--- src/design/keypad_code_lock_assert.svh ---
`ifndef KEYPAD_CODE_LOCK_ASSERT_SVH
`define KEYPAD_CODE_LOCK_ASSERT_SVH

// same-cycle implication, checked outside reset
`define KCL_ASSERT_IMP(label, clk, rst_n, lhs, rhs) \
	label: assert property (@(posedge clk) disable iff (!rst_n) (lhs) |-> (rhs)) \
		else $error("keypad_code_lock: same-cycle check failed");

// next-cycle implication, checked outside reset
`define KCL_ASSERT_NXT(label, clk, rst_n, lhs, rhs) \
	label: assert property (@(posedge clk) disable iff (!rst_n) (lhs) |=> (rhs)) \
		else $error("keypad_code_lock: next-cycle check failed");

`endif

--- src/design/kcl_pkg.sv ---
package kcl_pkg;

	localparam int ADDR_W = 4;

	typedef enum logic [1:0] {
		MODE_LOCKED   = 2'd0,
		MODE_ENTERING = 2'd1,
		MODE_WINDOW   = 2'd2,
		MODE_OPEN     = 2'd3
	} lock_mode_t;

	typedef enum logic [2:0] {
		EV_NONE   = 3'd0,
		EV_DIGIT  = 3'd1,
		EV_ACCEPT = 3'd2,
		EV_REJECT = 3'd3,
		EV_OPEN   = 3'd4,
		EV_EXPIRE = 3'd5
	} event_t;

	typedef enum logic [1:0] {
		OP_KEY   = 2'd0,
		OP_LATCH = 2'd1,
		OP_TILT  = 2'd2,
		OP_TICK  = 2'd3
	} opcode_t;

	typedef enum logic [1:0] {
		REG_CODE      = 2'd0,
		REG_THRESHOLD = 2'd1,
		REG_WINDOW    = 2'd2
	} reg_idx_t;

	localparam logic [9:0]  THRESHOLD_RST = 10'd512;
	localparam logic [15:0] WINDOW_RST    = 16'd1000;

	localparam logic [3:0] KEY_ENTER_A = 4'd7;
	localparam logic [3:0] KEY_ENTER_B = 4'd14;

	typedef struct packed {
		logic [15:0] lock_code;
		logic [9:0]  tilt_threshold;
		logic [15:0] unlock_window;
	} cfg_t;

	typedef struct packed {
		logic       is_digit;
		logic       is_enter;
		logic [3:0] digit;
	} key_t;

	// raw keypad encoder code -> digit / enter / nothing
	function automatic key_t key_decode(input logic [3:0] code);
		key_t k;
		k = '0;
		case (code)
			4'd0:  begin k.is_digit = 1'b1; k.digit = 4'd7; end
			4'd1:  begin k.is_digit = 1'b1; k.digit = 4'd8; end
			4'd2:  begin k.is_digit = 1'b1; k.digit = 4'd9; end
			4'd4:  begin k.is_digit = 1'b1; k.digit = 4'd4; end
			4'd5:  begin k.is_digit = 1'b1; k.digit = 4'd5; end
			4'd6:  begin k.is_digit = 1'b1; k.digit = 4'd6; end
			4'd8:  begin k.is_digit = 1'b1; k.digit = 4'd1; end
			4'd9:  begin k.is_digit = 1'b1; k.digit = 4'd2; end
			4'd10: begin k.is_digit = 1'b1; k.digit = 4'd3; end
			4'd13: begin k.is_digit = 1'b1; k.digit = 4'd0; end
			KEY_ENTER_A, KEY_ENTER_B: begin k.is_enter = 1'b1; end
			default: begin k = '0; end
		endcase
		return k;
	endfunction

endpackage

--- src/design/kcl_apb_regs.sv ---
module kcl_apb_regs (
	input  logic                       clk,
	input  logic                       arst_n,
	input  logic                       psel,
	input  logic                       penable,
	input  logic                       pwrite,
	input  logic [kcl_pkg::ADDR_W-1:0] paddr,
	input  logic [31:0]                pwdata,
	output logic [31:0]                prdata,
	output logic                       pready,
	output kcl_pkg::cfg_t              cfg
);
	import kcl_pkg::*;

	cfg_t       cfg_q;
	logic [1:0] idx;
	logic       wr;

	assign idx    = paddr[3:2];
	assign wr     = psel && penable && pwrite;
	assign pready = 1'b1;
	assign cfg    = cfg_q;

	always_ff @(posedge clk or negedge arst_n) begin
		if (!arst_n) begin
			cfg_q.lock_code      <= '0;
			cfg_q.tilt_threshold <= THRESHOLD_RST;
			cfg_q.unlock_window  <= WINDOW_RST;
		end else if (wr) begin
			case (idx)
				REG_CODE:      cfg_q.lock_code      <= pwdata[15:0];
				REG_THRESHOLD: cfg_q.tilt_threshold <= pwdata[9:0];
				REG_WINDOW:    cfg_q.unlock_window  <= pwdata[15:0];
				default: begin end
			endcase
		end
	end

	always_comb begin
		case (idx)
			REG_CODE:      prdata = {16'd0, cfg_q.lock_code};
			REG_THRESHOLD: prdata = {22'd0, cfg_q.tilt_threshold};
			REG_WINDOW:    prdata = {16'd0, cfg_q.unlock_window};
			default:       prdata = '0;
		endcase
	end

endmodule

--- src/design/keypad_code_lock.sv ---
// keypad_code_lock
// A request passes through the input register, then the result register.
// Throughput: 1 request per cycle when out_stall is low; the input register
// doubles as a skid stage: a request is taken while a finished result waits.
// Reset (arst_n low, async): lock locked, entry buffer and timer cleared,
// registers to code 0, threshold 512, window 1000; both stages empty.
module keypad_code_lock #(
	parameter int CODE_DIGITS = 4
) (
	input  logic                       clk,
	input  logic                       arst_n,
	input  logic                       in_valid,
	output logic                       in_stall,
	input  logic [1:0]                 opcode,
	input  logic [3:0]                 key_code,
	input  logic [9:0]                 tilt_sample,
	output logic                       out_valid,
	input  logic                       out_stall,
	output logic [1:0]                 lock_state,
	output logic [2:0]                 event_res,
	output logic [2:0]                 digits_entered,
	output logic                       theft_alarm,
	input  logic                       psel,
	input  logic                       penable,
	input  logic                       pwrite,
	input  logic [kcl_pkg::ADDR_W-1:0] paddr,
	input  logic [31:0]                pwdata,
	output logic [31:0]                prdata,
	output logic                       pready
);
	import kcl_pkg::*;

	`include "keypad_code_lock_assert.svh"

	localparam int CW = $clog2(CODE_DIGITS + 1);

	cfg_t cfg;

	kcl_apb_regs u_regs (
		.clk     (clk),
		.arst_n  (arst_n),
		.psel    (psel),
		.penable (penable),
		.pwrite  (pwrite),
		.paddr   (paddr),
		.pwdata  (pwdata),
		.prdata  (prdata),
		.pready  (pready),
		.cfg     (cfg)
	);

	// input stage
	logic       valid_s1;
	opcode_t    opcode_s1;
	logic [3:0] key_s1;
	logic [9:0] tilt_s1;

	// result stage
	logic       out_valid_q;
	lock_mode_t res_mode_q;
	event_t     res_event_q;
	logic [2:0] res_cnt_q;
	logic       res_alarm_q;

	// lock state
	lock_mode_t mode_q, mode_d;
	logic [3:0] entry_q [CODE_DIGITS];
	logic [CW-1:0] cnt_q, cnt_d;
	logic [15:0] tmr_q, tmr_d;

	logic   advance, fire;
	key_t   kd;
	logic   full, match;
	logic   dig_we, clr_entry;
	logic   alarm;
	event_t ev;
	logic [15:0] tmr_dec;
	logic [4*CODE_DIGITS-1:0] want;

	assign advance  = !out_valid_q || !out_stall;
	assign fire     = valid_s1 && advance;
	assign in_stall = valid_s1 && !advance;

	always_ff @(posedge clk or negedge arst_n) begin
		if (!arst_n) begin
			valid_s1 <= 1'b0;
		end else if (!in_stall) begin
			valid_s1 <= in_valid;
		end
	end

	always_ff @(posedge clk) begin
		if (in_valid && !in_stall) begin
			opcode_s1 <= opcode_t'(opcode);
			key_s1    <= key_code;
			tilt_s1   <= tilt_sample;
		end
	end

	assign kd    = key_decode(key_s1);
	assign full  = (cnt_q == CW'(CODE_DIGITS));
	assign want  = (4*CODE_DIGITS)'(cfg.lock_code);
	assign alarm = (opcode_s1 == OP_TILT) && (tilt_s1 > cfg.tilt_threshold);
	assign tmr_dec = (tmr_q != 16'd0) ? tmr_q - 16'd1 : 16'd0;

	always_comb begin
		match = full;
		for (int i = 0; i < CODE_DIGITS; i++) begin
			if (entry_q[i] != want[4*i +: 4]) begin
				match = 1'b0;
			end
		end
	end

	// next state
	always_comb begin
		mode_d    = mode_q;
		cnt_d     = cnt_q;
		tmr_d     = tmr_q;
		dig_we    = 1'b0;
		clr_entry = 1'b0;
		case (opcode_s1)
			OP_KEY: begin
				if (mode_q == MODE_LOCKED || mode_q == MODE_ENTERING) begin
					if (kd.is_enter) begin
						clr_entry = 1'b1;
						cnt_d     = '0;
						if (match) begin
							mode_d = MODE_WINDOW;
							tmr_d  = cfg.unlock_window;
						end else begin
							mode_d = MODE_LOCKED;
						end
					end else if (kd.is_digit && !full) begin
						dig_we = 1'b1;
						cnt_d  = cnt_q + CW'(1);
						mode_d = MODE_ENTERING;
					end
				end
			end
			OP_LATCH: begin
				if (mode_q == MODE_WINDOW) begin
					mode_d = MODE_OPEN;
					tmr_d  = '0;
				end
			end
			OP_TICK: begin
				if (mode_q == MODE_WINDOW) begin
					tmr_d = tmr_dec;
					if (tmr_dec == 16'd0) begin
						mode_d = MODE_LOCKED;
					end
				end
			end
			default: begin end
		endcase
	end

	// event output
	always_comb begin
		ev = EV_NONE;
		case (opcode_s1)
			OP_KEY: begin
				if (mode_q == MODE_LOCKED || mode_q == MODE_ENTERING) begin
					if (kd.is_enter) begin
						ev = match ? EV_ACCEPT : EV_REJECT;
					end else if (kd.is_digit && !full) begin
						ev = EV_DIGIT;
					end
				end
			end
			OP_LATCH: begin
				if (mode_q == MODE_WINDOW) begin
					ev = EV_OPEN;
				end
			end
			OP_TICK: begin
				if (mode_q == MODE_WINDOW && tmr_dec == 16'd0) begin
					ev = EV_EXPIRE;
				end
			end
			default: ev = EV_NONE;
		endcase
	end

	always_ff @(posedge clk or negedge arst_n) begin
		if (!arst_n) begin
			mode_q <= MODE_LOCKED;
			cnt_q  <= '0;
			tmr_q  <= '0;
		end else if (fire) begin
			mode_q <= mode_d;
			cnt_q  <= cnt_d;
			tmr_q  <= tmr_d;
		end
	end

	for (genvar g = 0; g < CODE_DIGITS; g++) begin : g_entry
		always_ff @(posedge clk or negedge arst_n) begin
			if (!arst_n) begin
				entry_q[g] <= '0;
			end else if (fire) begin
				if (clr_entry) begin
					entry_q[g] <= '0;
				end else if (dig_we && cnt_q == CW'(g)) begin
					entry_q[g] <= kd.digit;
				end
			end
		end
	end

	always_ff @(posedge clk or negedge arst_n) begin
		if (!arst_n) begin
			out_valid_q <= 1'b0;
		end else if (advance) begin
			out_valid_q <= valid_s1;
		end
	end

	always_ff @(posedge clk) begin
		if (fire) begin
			res_mode_q  <= mode_d;
			res_event_q <= ev;
			res_cnt_q   <= 3'(cnt_d);
			res_alarm_q <= alarm;
		end
	end

	assign out_valid      = out_valid_q;
	assign lock_state     = res_mode_q;
	assign event_res      = res_event_q;
	assign digits_entered = res_cnt_q;
	assign theft_alarm    = res_alarm_q;

	`KCL_ASSERT_IMP(a_buf_empty_unlocked, clk, arst_n,
		(mode_q == MODE_WINDOW || mode_q == MODE_OPEN), (cnt_q == '0))
	`KCL_ASSERT_NXT(a_open_sticky, clk, arst_n, (mode_q == MODE_OPEN), (mode_q == MODE_OPEN))
	`KCL_ASSERT_NXT(a_s1_held, clk, arst_n, (valid_s1 && !advance), (valid_s1 && $stable(key_s1)))
	`KCL_ASSERT_NXT(a_accept_loads_timer, clk, arst_n, (fire && ev == EV_ACCEPT),
		(mode_q == MODE_WINDOW && tmr_q == $past(cfg.unlock_window)))

endmodule

--- config.mk ---
export PLATFORM = sky130hd
export DESIGN_NAME = keypad_code_lock
export DESIGN_NICKNAME = d
export VERILOG_FILES = /design/src/design/kcl_pkg.sv /design/src/design/kcl_apb_regs.sv /design/src/design/keypad_code_lock.sv
export VERILOG_INCLUDE_DIRS = /design/src /design/src/design
export SDC_FILE = /design/constraint.sdc
export NUM_CORES = 1
export LEC_CHECK = 0
export BUFFER_PORTS_ARGS = -buffer_cell sky130_fd_sc_hd__buf_2
export CORE_MARGIN = 4
export CORE_UTILIZATION = 32
export DETAILED_ROUTE_END_ITERATION = 12
export PLACE_DENSITY_LB_ADDON = 0.3
export SYNTH_ARGS = -nofsm -noshare
export SYNTH_HDL_FRONTEND = slang
export SYNTH_SLANG_ARGS = --single-unit
--- constraint.sdc ---
create_clock -name clk -period 3.2 [get_ports clk]
set_clock_uncertainty 0.1 [all_clocks]
set_input_delay 0.96 -clock clk [delete_from_list [all_inputs] [get_ports clk]]
set_output_delay 0.96 -clock clk [all_outputs]
set_load 0.1 [all_outputs]
==> impl_metrics.csv <==
group,metric,value,unit
global_routing,antenna_found_initial,0,
cells_and_area,area_growth,21.9,%
synth,async_reset_ff_frac,0.764,
place,post-dp-hpwl,11.7,mm
floorplanning,dieHeight,143,um
route,drtIter0Drc,352,
cells_and_area,seq_area,2790,um^2
setup_path,crit_end,"lock_state[1]",
min_path,hold_path_depth,1,
global_routing,grt_max_degree,46,
setup_path,setup.worst_path.end_class,"flip-flop",
synth,yosys.area.top_type_share,0.315,
setup_path,cp_max_fo,6,
setup_path,slowest_stage,"or4b_1",
synth,avgSynthCellArea,10.5,um^2
route,wirelength,15.5,mm
floorplanning,die_w,143,um
synth,ys_seq_area_frac,0.475,
setup_path,crit_path_start,"tmr_q[0]",
synth,ys_top_cells_by_count,"dfrtp_1, nand2_1, mux2_2",
place,port_buffers,67,
clock_tree,clk_latency,0.34,ns
floorplanning,rows,49,
route,wl_per_cell,18.0,um
clock_tree,postCtsSetupRepairBufs,0,
place,place_area,6820,um^2
synth,synthMostInstantiatedCell,"dfrtp_1",
clock_tree,htreeDepth,3,
pwr,power,0.00468,W
sta,period_share,0.928,
floorplanning,ioPinCount,103,
synth,yosys.cell_types.count,72,
outcome,outcome,"finished, final reports clean",
sta,slew_headroom,0.515,
floorplanning,die-area,20600,um^2
synth,yosysWarnings,0,
global_routing,gr-total-overflow,0,
sta,min_period,2.97,ns
sta,tightest_slew,0.728,ns
clock_tree,numCtsBuffers,9,
clock_tree,cts_resized,0,
cells_and_area,final_nets,700,
synth,synth_top_area_cell,"dfrtp_1",
clock_tree,clk_pin_slew,0.08,ns
setup_path,rrSetupSlack,0.23,ns
route,ant_nets,0,
setup_path,reg2reg_from,"tmr_q[0]",
global_routing,grt_pass1_vias,4530,
floorplanning,core,18000,um^2
setup_path,crit_chain,"inv_1 > ha_1 > or4b_1 > o31ai_1 > o2111a_1 > o2111ai_1 > a211oi_2 > nor2_1",
setup_path,path_delay_family,"compound AO/OA/AOI/OAI gates",
sta,max_freq,337,MHz
setup_path,path_class,"flip-flop to flip-flop",
cells_and_area,final_area,7160,um^2
cells_and_area,final_layout_size_suffix_gt1_frac,0.278,
sta,tns,0,ns
min_path,hp-class,"flip-flop to flip-flop",
floorplanning,initial_core_util,0.326,
sta,hold_viol_final,0,
global_routing,grt_pass1_wl,24.8,mm
synth,synth-seq-cells,106,
pwr,p_leak,3.07,nW
synth,synth_area_leaders,"dfrtp_1, edfxtp_1, mux2_2",
sta,slew_violations,0,
synth,synthFlopType,"dfrtp_1",
clock_tree,numClockSinks,106,
run,max_cap_violations,0,
route,via_per_inst,5.21,
cells_and_area,antenna_cells,0,
synth,netlist_instances,559,
setup_path,regToRegEndpoint,"lock_state[1]",
sta,rsz0062_at_grt,"false",
setup_path,critPathBufInv,1,
setup_path,cpPeakStageDelay,0.53,ns
clock_tree,clock_path_buffers,2,
setup_path,ff2ff_path_depth,8,
pwr,power_density,654,nW/um^2
clock_tree,cts_tree,"built",
setup_path,cp-start-kind,"flip-flop",
place,gp_congestion,0.829,
synth,synth-edff-count,25,
sta,setup_viol,0,
route,dr.pass1.iters,5,
setup_path,worstPathArrival,2.96,ns
cells_and_area,multiInputGateArea,2920,um^2
route,vias,4473,
setup_path,crit_cells,8,
setup_path,critPathRequiredTime,3.19,ns
clock_tree,cts-root-buf,"clkbuf_16",
clock_tree,hold_buffers,0,
pwr,peakVddDrop,0.000358,V
synth,syn_area,5870,um^2
cells_and_area,fillers,1748,
route,drc,0,
global_routing,grt_usage,0.153,
[flip-flops by register name (all words and copies together), names as in the netlist]
signal	cells
u_regs.cfg	42
entry_q	16
tmr_q	16
tilt_s1	10
key_s1	4
cnt_q	3
digits_entered	3
event_res	3
lock_state	2
mode_q	2
opcode_s1	2
out_valid	1
theft_alarm	1
valid_s1	1
[logic make-up (layout without fill, tap and decap cells)]
family	Yosys count	after routing	synth area share
AND/OR/NAND/NOR	167	167	0.153
XOR/XNOR	20	20	0.0298
buffers and inverters	68	123	0.0620
adder cells (fa/ha/maj)	18	18	0.0379
flip-flops	106	106	0.475
multiplexers	55	55	0.102
AO/OA/AOI/OAI	123	123	0.139
other	2	17	0.00128
[stage by stage]
step / util / instances / hold WS, ns / worst slack [ns]
global route: 0.397 / 858 / 0.438 / 0.0751
detailed placement: 0.378 / 842 / 0.396 / 0.277
global placement: 0.378 / 842 / 0.370 / 0.280
floorplan: - / 574 / 0.357 / -0.0244
CTS: 0.397 / 858 / 0.417 / 0.257
finish: 0.397 / 858 / 0.408 / 0.231
[worst min path at each step]
| stage | start | to | slack [ns] |
|---|---|---|---|
| finish | valid_s1 | out_valid | 0.41 |
| detailed placement | valid_s1 | out_valid | 0.40 |
| CTS | valid_s1 | out_valid | 0.42 |
| global placement | valid_s1 | out_valid | 0.37 |
| global route | entry_q[7] | entry_q[7] | 0.44 |
| floorplan | valid_s1 | out_valid | 0.36 |
[power by group]
group / internal (W) / switching (W)
clock network: 0.000764 / 0.000512
registers: 0.00167 / 0.000240
logic: 0.000574 / 0.000919
total: 0.00301 / 0.00167
[per-layer routing]
| metal | share of wire | global-route usage |
|---|---|---|
| met5 | 0 | 0 |
| met4 | 0.013 | 0.0436 |
| met3 | 0.040 | 0.0243 |
| met2 | 0.48 | 0.254 |
| met1 | 0.46 | 0.208 |
[placed cells by master (no fill, tap or decap), drive strengths merged, types with 24 or more instances in the layout]
| cell type | netlist | routed |
|---|---|---|
| buf | 28 | 83 |
| dfrtp | 74 | 74 |
| nand2 | 41 | 41 |
| mux2 | 38 | 38 |
| nor2 | 37 | 37 |
| o21ai | 35 | 35 |
| a21oi | 25 | 25 |
| edfxtp | 25 | 25 |
| inv | 24 | 24 |
[layout make-up]
type,count,share of cell area
clock buffers,9,0.0315
well taps,229,0.0400
multi-input cells,400,0.407
repair buffers,83,0.103
inverters,24,0.0126
flip-flops and latches,106,0.389
clock inverters,7,0.0164
No activity file was read; power rests on OpenSTA's default activity.
